===== src/rtl/mcos_pkg.sv =====
// shared types, constants and register indexes of the min cost offer select unit
package mcos_pkg;

    // field widths
    localparam int UNIT_W   = 8;
    localparam int PRICE_W  = 16;
    localparam int AMOUNT_W = 16;
    localparam int COST_W   = 32;
    localparam int COUNT_W  = 8;
    localparam int REQN_W   = 2;
    localparam int CFG_IDX_W  = 3;
    localparam int CFG_DATA_W = 16;
    localparam int IN_DATA_W  = 40;

    // default configuration of the design
    localparam int MAX_REQUESTS_DEF = 3;
    localparam int QUEUE_DEPTH_DEF  = 4;

    // cost value reported when no resource qualified
    localparam logic [COST_W-1:0] INT_MAX = 32'h7FFF_FFFF;
    localparam logic [COUNT_W-1:0] COUNT_LIMIT = 8'd255;

    // configuration register indexes
    typedef enum logic [CFG_IDX_W-1:0] {
        REG_REQUEST_COUNT = 3'd0,
        REG_REQ0_UNIT     = 3'd1,
        REG_REQ0_AMOUNT   = 3'd2,
        REG_REQ1_UNIT     = 3'd3,
        REG_REQ1_AMOUNT   = 3'd4,
        REG_REQ2_UNIT     = 3'd5,
        REG_REQ2_AMOUNT   = 3'd6
    } cfg_reg_t;

    // register index of each request slot
    localparam cfg_reg_t REQ_UNIT_INDEX [3] = '{REG_REQ0_UNIT, REG_REQ1_UNIT, REG_REQ2_UNIT};
    localparam cfg_reg_t REQ_AMOUNT_INDEX [3] =
        '{REG_REQ0_AMOUNT, REG_REQ1_AMOUNT, REG_REQ2_AMOUNT};

    // classified attribute handed from front to back
    typedef struct packed {
        logic [COST_W-1:0] cost_delta;
        logic [REQN_W-1:0] match_num;
        logic              resource_end;
        logic              database_end;
    } queue_item_t;

endpackage


===== src/rtl/mcos_front.sv =====
// front part: configuration registers, request matching and cost products
module mcos_front
    import mcos_pkg::*;
#(
    parameter int MAX_REQUESTS = MAX_REQUESTS_DEF
)
(
    input  logic                  clk,
    input  logic                  rst_n,
    input  logic                  cfg_we,
    input  logic [CFG_IDX_W-1:0]  cfg_addr,
    input  logic [CFG_DATA_W-1:0] cfg_wdata,
    input  logic                  in_valid,
    output logic                  in_ready,
    input  logic [UNIT_W-1:0]     offer_unit,
    input  logic [PRICE_W-1:0]    offer_price,
    input  logic [AMOUNT_W-1:0]   offer_amount,
    input  logic                  resource_end,
    input  logic                  database_end,
    output logic                  push,
    output queue_item_t           push_item,
    input  logic                  queue_full,
    output logic [REQN_W-1:0]     active_count
);

    logic [REQN_W-1:0]   request_count_reg;
    logic [UNIT_W-1:0]   req_unit_reg   [MAX_REQUESTS];
    logic [AMOUNT_W-1:0] req_amount_reg [MAX_REQUESTS];

    logic                s1_valid_reg;
    logic                s1_valid_next;
    logic [COST_W-1:0]   s1_prod_reg [MAX_REQUESTS];
    logic [REQN_W-1:0]   s1_match_num_reg;
    logic                s1_resource_end_reg;
    logic                s1_database_end_reg;

    logic [MAX_REQUESTS-1:0] lane_match;
    logic [COST_W-1:0]       lane_prod [MAX_REQUESTS];
    logic [REQN_W-1:0]       match_num;
    logic [COST_W-1:0]       delta_sum;
    logic                    accept;

    // request count register
    always_ff @(posedge clk or negedge rst_n)
    begin
        if (!rst_n)
        begin
            request_count_reg <= 2'd1;
        end
        else if (cfg_we && cfg_addr == REG_REQUEST_COUNT)
        begin
            request_count_reg <= cfg_wdata[REQN_W-1:0];
        end
    end

    // clamp to the number of request slots built
    assign active_count = (request_count_reg > REQN_W'(MAX_REQUESTS)) ?
                          REQN_W'(MAX_REQUESTS) : request_count_reg;

    // one matching lane per request slot
    for (genvar i = 0; i < MAX_REQUESTS; i++)
    begin : g_lane
        always_ff @(posedge clk or negedge rst_n)
        begin
            if (!rst_n)
            begin
                req_unit_reg[i]   <= '0;
                req_amount_reg[i] <= '0;
            end
            else if (cfg_we)
            begin
                if (cfg_addr == REQ_UNIT_INDEX[i])
                begin
                    req_unit_reg[i] <= cfg_wdata[UNIT_W-1:0];
                end
                if (cfg_addr == REQ_AMOUNT_INDEX[i])
                begin
                    req_amount_reg[i] <= cfg_wdata[AMOUNT_W-1:0];
                end
            end
        end

        // active slot with equal unit and enough amount on offer
        assign lane_match[i] = (REQN_W'(i) < active_count) &&
                               (req_unit_reg[i] == offer_unit) &&
                               (req_amount_reg[i] <= offer_amount);
        assign lane_prod[i]  = lane_match[i] ?
                               COST_W'(req_amount_reg[i]) * COST_W'(offer_price) : '0;

        // product register
        always_ff @(posedge clk)
        begin
            if (accept)
            begin
                s1_prod_reg[i] <= lane_prod[i];
            end
        end
    end

    // matches in this attribute
    always_comb
    begin
        match_num = '0;
        for (int i = 0; i < MAX_REQUESTS; i++)
        begin
            match_num = match_num + REQN_W'(lane_match[i]);
        end
    end

    // stage advances whenever the queue can take its content
    assign in_ready = !s1_valid_reg || !queue_full;
    assign accept   = in_valid && in_ready;
    assign push     = s1_valid_reg && !queue_full;

    always_comb
    begin
        s1_valid_next = s1_valid_reg;
        if (accept)
        begin
            s1_valid_next = 1'b1;
        end
        else if (push)
        begin
            s1_valid_next = 1'b0;
        end
    end

    always_ff @(posedge clk or negedge rst_n)
    begin
        if (!rst_n)
        begin
            s1_valid_reg <= 1'b0;
        end
        else
        begin
            s1_valid_reg <= s1_valid_next;
        end
    end

    // flags of the staged attribute
    always_ff @(posedge clk)
    begin
        if (accept)
        begin
            s1_match_num_reg    <= match_num;
            s1_resource_end_reg <= resource_end;
            s1_database_end_reg <= database_end;
        end
    end

    // cost added by the staged attribute, wraps at the cost width
    always_comb
    begin
        delta_sum = '0;
        for (int i = 0; i < MAX_REQUESTS; i++)
        begin
            delta_sum = delta_sum + s1_prod_reg[i];
        end
    end

    assign push_item.cost_delta   = delta_sum;
    assign push_item.match_num    = s1_match_num_reg;
    assign push_item.resource_end = s1_resource_end_reg;
    assign push_item.database_end = s1_database_end_reg;

endmodule


===== src/rtl/mcos_queue.sv =====
// short first-in first-out queue between the front and back parts
module mcos_queue
    import mcos_pkg::*;
#(
    parameter int DEPTH = QUEUE_DEPTH_DEF
)
(
    input  logic        clk,
    input  logic        rst_n,
    input  logic        push,
    input  queue_item_t push_item,
    output logic        full,
    input  logic        pop,
    output queue_item_t pop_item,
    output logic        not_empty
);

    localparam int PTR_W = (DEPTH > 1) ? $clog2(DEPTH) : 1;
    localparam int CNT_W = $clog2(DEPTH + 1);

    queue_item_t       mem_reg [DEPTH];
    logic [PTR_W-1:0]  wr_ptr_reg;
    logic [PTR_W-1:0]  rd_ptr_reg;
    logic [CNT_W-1:0]  count_reg;
    logic [PTR_W-1:0]  wr_ptr_next;
    logic [PTR_W-1:0]  rd_ptr_next;
    logic [CNT_W-1:0]  count_next;

    assign full      = (count_reg == CNT_W'(DEPTH));
    assign not_empty = (count_reg != '0);
    assign pop_item  = mem_reg[rd_ptr_reg];

    // pointer and fill count update
    always_comb
    begin
        wr_ptr_next = wr_ptr_reg;
        rd_ptr_next = rd_ptr_reg;
        count_next  = count_reg;
        if (push)
        begin
            wr_ptr_next = (wr_ptr_reg == PTR_W'(DEPTH - 1)) ? '0 : wr_ptr_reg + 1'b1;
        end
        if (pop)
        begin
            rd_ptr_next = (rd_ptr_reg == PTR_W'(DEPTH - 1)) ? '0 : rd_ptr_reg + 1'b1;
        end
        if (push && !pop)
        begin
            count_next = count_reg + 1'b1;
        end
        else if (pop && !push)
        begin
            count_next = count_reg - 1'b1;
        end
    end

    always_ff @(posedge clk or negedge rst_n)
    begin
        if (!rst_n)
        begin
            wr_ptr_reg <= '0;
            rd_ptr_reg <= '0;
            count_reg  <= '0;
        end
        else
        begin
            wr_ptr_reg <= wr_ptr_next;
            rd_ptr_reg <= rd_ptr_next;
            count_reg  <= count_next;
        end
    end

    // entry storage
    always_ff @(posedge clk)
    begin
        if (push)
        begin
            mem_reg[wr_ptr_reg] <= push_item;
        end
    end

endmodule


===== src/rtl/mcos_back.sv =====
// back part: resource cost accumulation, best selection and result register
module mcos_back
    import mcos_pkg::*;
(
    input  logic              clk,
    input  logic              rst_n,
    input  logic              item_valid,
    input  queue_item_t       item,
    output logic              pop,
    input  logic [REQN_W-1:0] active_count,
    output logic              out_valid,
    input  logic              out_ready,
    output logic [COST_W-1:0] best_cost
);

    logic [COST_W-1:0]  cost_reg;
    logic [COUNT_W-1:0] count_reg;
    logic [COST_W-1:0]  best_reg;
    logic               out_valid_reg;
    logic [COST_W-1:0]  out_data_reg;

    logic [COST_W-1:0]  cost_next;
    logic [COUNT_W-1:0] count_next;
    logic [COST_W-1:0]  best_next;
    logic               out_valid_next;

    logic [COST_W-1:0]  cost_sum;
    logic [COUNT_W:0]   count_sum;
    logic [COUNT_W-1:0] count_sat;
    logic [COST_W-1:0]  best_sel;
    logic               covers;
    logic               cheaper;
    logic               slot_free;

    // result register is free when empty or drained this cycle
    assign slot_free = !out_valid_reg || out_ready;
    assign pop       = item_valid && (!item.database_end || slot_free);

    // accumulate and pick the best resource
    assign cost_sum  = cost_reg + item.cost_delta;
    assign count_sum = {1'b0, count_reg} + (COUNT_W + 1)'(item.match_num);
    assign count_sat = (count_sum > {1'b0, COUNT_LIMIT}) ? COUNT_LIMIT : count_sum[COUNT_W-1:0];
    assign covers    = (count_sat >= COUNT_W'(active_count));
    assign cheaper   = ($signed(cost_sum) < $signed(best_reg));
    assign best_sel  = (covers && cheaper) ? cost_sum : best_reg;

    always_comb
    begin
        cost_next      = cost_reg;
        count_next     = count_reg;
        best_next      = best_reg;
        out_valid_next = out_valid_reg && !out_ready;
        if (pop)
        begin
            cost_next  = cost_sum;
            count_next = count_sat;
            if (item.resource_end || item.database_end)
            begin
                cost_next  = '0;
                count_next = '0;
                best_next  = best_sel;
            end
            if (item.database_end)
            begin
                best_next      = INT_MAX;
                out_valid_next = 1'b1;
            end
        end
    end

    always_ff @(posedge clk or negedge rst_n)
    begin
        if (!rst_n)
        begin
            cost_reg      <= '0;
            count_reg     <= '0;
            best_reg      <= INT_MAX;
            out_valid_reg <= 1'b0;
        end
        else
        begin
            cost_reg      <= cost_next;
            count_reg     <= count_next;
            best_reg      <= best_next;
            out_valid_reg <= out_valid_next;
        end
    end

    // result data
    always_ff @(posedge clk)
    begin
        if (pop && item.database_end)
        begin
            out_data_reg <= best_sel;
        end
    end

    assign out_valid = out_valid_reg;
    assign best_cost = out_data_reg;

endmodule


===== src/rtl/min_cost_offer_select_unit.sv =====
// top level of the min cost offer select unit
//
// channel   direction  signals                         contents
// s_axis    in         tvalid tready tdata tlast tuser offered attribute
// m_axis    out        tvalid tready tdata             best cost of a database
// cfg       in         cfg_we cfg_addr cfg_wdata       request registers
//
// one attribute per cycle sustained while the queue is not full; the front matches
// and multiplies, registers the products, then sums them; the back adds the cost
// and compares to the best; m_axis_tvalid rises once the attribute ending the
// database has passed the front register, the queue and the back result register
// rst_n clears the control state and sets the request count to one; the best cost restarts at the largest signed value
// the queue lets the front keep taking attributes while the back waits on
// m_axis_tready; s_axis_tready drops only once the queue is full
module min_cost_offer_select_unit
    import mcos_pkg::*;
#(
    parameter int MAX_REQUESTS = MAX_REQUESTS_DEF,
    parameter int QUEUE_DEPTH  = QUEUE_DEPTH_DEF
)
(
    input  logic                  clk,
    input  logic                  rst_n,
    input  logic                  cfg_we,
    input  logic [CFG_IDX_W-1:0]  cfg_addr,
    input  logic [CFG_DATA_W-1:0] cfg_wdata,
    input  logic                  s_axis_tvalid,
    output logic                  s_axis_tready,
    input  logic [IN_DATA_W-1:0]  s_axis_tdata,  // offer_unit, offer_price, offer_amount
    input  logic                  s_axis_tlast,  // database_end
    input  logic                  s_axis_tuser,  // resource_end
    output logic                  m_axis_tvalid,
    input  logic                  m_axis_tready,
    output logic [COST_W-1:0]     m_axis_tdata   // best_cost
);

    logic              push;
    queue_item_t       push_item;
    logic              queue_full;
    logic              pop;
    queue_item_t       pop_item;
    logic              queue_not_empty;
    logic [REQN_W-1:0] active_count;

    // unpack and classify attributes
    mcos_front #(
        .MAX_REQUESTS (MAX_REQUESTS)
    ) u_front (
        .clk          (clk),
        .rst_n        (rst_n),
        .cfg_we       (cfg_we),
        .cfg_addr     (cfg_addr),
        .cfg_wdata    (cfg_wdata),
        .in_valid     (s_axis_tvalid),
        .in_ready     (s_axis_tready),
        .offer_unit   (s_axis_tdata[UNIT_W-1:0]),
        .offer_price  (s_axis_tdata[UNIT_W+PRICE_W-1:UNIT_W]),
        .offer_amount (s_axis_tdata[IN_DATA_W-1:UNIT_W+PRICE_W]),
        .resource_end (s_axis_tuser),
        .database_end (s_axis_tlast),
        .push         (push),
        .push_item    (push_item),
        .queue_full   (queue_full),
        .active_count (active_count)
    );

    // decoupling queue
    mcos_queue #(
        .DEPTH (QUEUE_DEPTH)
    ) u_queue (
        .clk       (clk),
        .rst_n     (rst_n),
        .push      (push),
        .push_item (push_item),
        .full      (queue_full),
        .pop       (pop),
        .pop_item  (pop_item),
        .not_empty (queue_not_empty)
    );

    // accumulate, select and emit
    mcos_back u_back (
        .clk          (clk),
        .rst_n        (rst_n),
        .item_valid   (queue_not_empty),
        .item         (pop_item),
        .pop          (pop),
        .active_count (active_count),
        .out_valid    (m_axis_tvalid),
        .out_ready    (m_axis_tready),
        .best_cost    (m_axis_tdata)
    );

endmodule

===== config.mk =====
export PLATFORM = sky130hd
export DESIGN_NAME = min_cost_offer_select_unit
export DESIGN_NICKNAME = d
export VERILOG_FILES = /design/src/rtl/mcos_pkg.sv /design/src/rtl/mcos_front.sv /design/src/rtl/mcos_queue.sv /design/src/rtl/mcos_back.sv /design/src/rtl/min_cost_offer_select_unit.sv
export SDC_FILE = /design/constraint.sdc
export NUM_CORES = 2
export LEC_CHECK = 0
export BUFFER_PORTS_ARGS = -buffer_cell sky130_fd_sc_hd__buf_4
export CORE_ASPECT_RATIO = 0.8
export CORE_UTILIZATION = 50
export DETAILED_ROUTE_END_ITERATION = 6
export HOLD_SLACK_MARGIN = 0.1
export PLACE_DENSITY = 0.66
export SLEW_MARGIN = 5
export SYNTH_ARGS = -nofsm -noshare
export SYNTH_HDL_FRONTEND = slang
export SYNTH_HIERARCHICAL = 1
export SYNTH_SLANG_ARGS = --single-unit

===== constraint.sdc =====
create_clock -name clk -period 6.9 [get_ports clk]
set_input_delay 0.69 -clock clk [delete_from_list [all_inputs] [get_ports clk]]
set_output_delay 0.69 -clock clk [all_outputs]
set_load 0.02 [all_outputs]

==> results.tsv <==
stage	metric	value	unit
setup_path	slowest_stage	dfrtp_1	
global_routing	grt_pass1_vias	33828	
timing	setup_tns	0	ns
setup_path	r2r_start	u_front/req_amount_reg[7]$_DFFE_PN0P_	
route	ant_nets	0	
floorplan	row_count	101	
synthesis	yosysWarnings	6	
setup_path	path_cells	buf_4 -> nand2_1 -> fa_1 -> fa_1 -> fa_1 -> fa_1 -> inv_1 -> fa_1 -> inv_1 -> fa_1 -> inv_1 -> ha_1 -> nand3_1 -> o221ai_1 -> a21o_1 -> nor2_1 -> o21a_1 -> o31a_1 -> or4_1 -> a21oi_1 -> nor3_1	
clock_tree	cts_max_path_buffers	3	
synthesis	netlist.area_leader.share	0.2570	
run_status	status	finished clean	
route	firstDrtPassIters	6	
synthesis	synth_ff_type	edfxtp_1	
synthesis	seq_area_frac_synth	0.2536	
placed_design	gp_congestion	0.9360	
setup_path	r2r_end	u_front/s1_prod_reg[0][95]$_SDFFCE_PN0P_	
floorplan	pin_count	100	
global_routing	grt_pass1_wl	194700	um
synthesis	synth_common_cells	inv_1 (750), fa_1 (618), nand2_1 (506), ha_1 (462), and2_1 (399)	
setup_path	start_kind	flop	
min_path	hold_depth	1	
timing	rsz0062_at_grt	false	
setup_path	required	7.21	ns
timing	period_minus_slack	6.599	ns
floorplan	initial_utilization	0.5058	
clock_tree	path_clk_slew	0.07	ns
min_path	hold_class	input port to flop	
clock_tree	cts_root_buffer	clkbuf_16	
timing	max_slew_margin	0.1391	
floorplan	die_w	348.9	um
timing	drv_slew	0	
final_layout	fin_nets	5914	
synthesis	synthArstFlopShare	0.3596	
synthesis	synth-seq-cells	431	
setup_path	crit_type	flop to flop	
route	vias	33618	
clock_tree	numCtsBuffers	46	
final_layout	areaGrowthSynthToFinish	8.789	%
setup_path	cpMostUsedCell	fa_1	
route	wl_per_cell	20.08	um
setup_path	critPathCaptureType	flop	
timing	final_hold_viol_count	0	
setup_path	worstPathMaxFanout	13	
global_routing	track_usage	0.2551	
run	cap_violations	0	
synthesis	synthCells	4690	
route	drt_iter0_drc	2599	
placed_design	place_hpwl	95930	um
final_layout	fin_cells	6090	
route	drt-total-wl	122300	um
clock_tree	post_cts_buffers	0	
synthesis	synth_area_leaders	fa_1 (26%), edfxtp_1 (17%), ha_1 (12%), dfrtp_1 (6.4%), inv_1 (5.8%)	
timing	setup_violations	0	
timing	fin_ws	0.3013	ns
clock_tree	cts_sinks	431	
synthesis	synth-edff-count	276	
synthesis	synth.most_common_cell	inv_1	
clock_tree	h-tree-depth	2	
route	viasPerCell	5.520	
floorplan	core_region_area	95160	sq um
setup_path	arrival	6.91	ns
setup_path	max_stage_delay	0.73	ns
timing	finClkSkew	0.03805	ns
placed_design	portBuffers	99	
min_path	hp-start	s_axis_tlast	
placed_design	post-place-ws	-0.006933	ns
synthesis	syn_nets	5836	
synthesis	synthDistinctLibCells	94	
floorplan	die_h	279.5	um
global_routing	overflow	0	
synthesis	syn_area_per_cell	10.26	sq um
synthesis	synth_area	48130	sq um
timing	fmax	151.5	MHz
timing	worstMarginPinSlew	1.289	ns
setup_path	r2r_slack	0.30	ns
placed_design	dp.cells	6006	
clock_tree	cts_tree	done	
route	drc	0	
min_path	whs_endpoint	u_front/s1_database_end_reg$_DFFE_PP_	
global_routing	grt_max_degree	69	
synthesis	synth_area_leader_cell	fa_1	
setup_path	reg2reg_depth	21	
clock_tree	clk_latency	0.61	ns
final_layout	largest_reg_flops	144	
final_layout	drive_above_1_share	0.1125	
global_routing	grt_antenna_before_repair	0	
floorplan	dieArea	97520	sq um
timing	period_share	0.9563	
-- through the flow --
stage            util  cell area (sq um)  hold WS (ns)
2_1_floorplan       -              48130        0.3944
3_3_place_gp   0.5335              50770        0.4674
3_5_place_dp   0.5335              50770        0.4729
4_1_cts        0.5501              52350        0.2425
5_1_grt        0.5502              52360        0.2457
6_report       0.5503              52360        0.2821
-- worst max path at each step --
stage	startpoint	end	cells after the start	slack, ns
6_report	u_front/req_amount_reg[7]$_DFFE_PN0P_	u_front/s1_prod_reg[0][95]$_SDFFCE_PN0P_	21	0.30
5_1_grt	u_front/req_amount_reg[40]$_DFFE_PN0P_	u_front/s1_prod_reg[0][27]$_SDFFCE_PN0P_	21	0.03
4_1_cts	u_front/req_amount_reg[5]$_DFFE_PN0P_	u_front/s1_prod_reg[0][93]$_SDFFCE_PN0P_	22	0.22
3_5_place_dp	s_axis_tdata[11]	u_front/s1_prod_reg[0][62]$_SDFFCE_PN0P_	21	-0.007
3_3_place_gp	s_axis_tdata[10]	u_front/s1_prod_reg[0][30]$_SDFFCE_PN0P_	22	0.02
2_1_floorplan	s_axis_tdata[9]	u_front/s1_prod_reg[0][60]$_SDFFCE_PN0P_	23	0.31
-- area by class of cell --
cell class	count	area, sq um
diodes	1	2.502
clock buffers	52	1204
clock inverters	30	361.6
fillers	8345	42790
inverters	752	2823
multi-input cells	3289	32210
flip-flops and latches	431	12220
well taps	1287	1610
repair buffers	248	1931
-- layout by cell type (no fill, tap or decap), types with 12 or more instances in the layout --
cell type	netlist	final
mux4_2	36	36
dfrtp_1	123	115
fa_1	618	618
a311oi_1	14	14
edfxtp_1	276	276
nor3_1	17	16
and3_1	16	16
nand4_1	37	37
o21ai_1	26	26
clkbuf_16	0	46
inv_1	750	750
o21bai_1	13	13
a211oi_1	33	33
xor2_1	68	68
o32a_1	12	12
o21ai_0	74	74
a22o_1	33	33
a21oi_1	165	165
ha_1	462	462
a21o_1	103	103
xnor2_1	98	98
buf_4	3	241
nand3_1	49	49
dfstp_2	32	32
nor2b_1	20	20
a31oi_1	27	27
and2_1	399	398
o21a_1	13	13
nand2_1	506	506
mux2_2	96	96
nor2_1	174	172
nand2b_1	13	13
-- logic make-up (layout without fill, tap and decap cells) --
kind of cell	after synthesis	in the layout	share of synthesized area
compound gates	611	611	0.08667
xor+xnor	166	166	0.03021
fa+ha+maj	1080	1080	0.3771
buf+inv	970	1082	0.07759
flops	431	431	0.2536
mux	143	143	0.04263
other cells	0	1	0
simple gates	1289	1289	0.1322
-- worst max-delay path, delay by kind of cell, from the launching register on --
| kind | cells | cell delay (ns) |
|---|---|---|
| buf+inv | 4 | 0.47 |
| simple gates | 5 | 0.80 |
| fa+ha+maj | 7 | 3.28 |
| flops | 1 | 0.73 |
| compound gates | 5 | 1.03 |
-- timing repair --
item                                    in CTS  in global routing
endpoints found under the setup margin       0                  7
hold buffers                                 1                  0
endpoints found under the hold margin       32                  0
resized for setup                            0                  8
-- routing by layer --
| layer | wire [um] | GRT usage | vias up |
|---|---|---|---|
| met3 | 8518 | 0.03778 | 142 |
| met4 | 2610 | 0.05376 | 0 |
| met5 | 0 | 0 | - |
| met1 | 57170 | 0.3838 | 16797 |
| met2 | 54000 | 0.3907 | 1191 |
| li1 | - | - | 15488 |
Power is not shown: default switching activity piles up to over one toggle a cycle in this logic, so the estimate is an artifact.
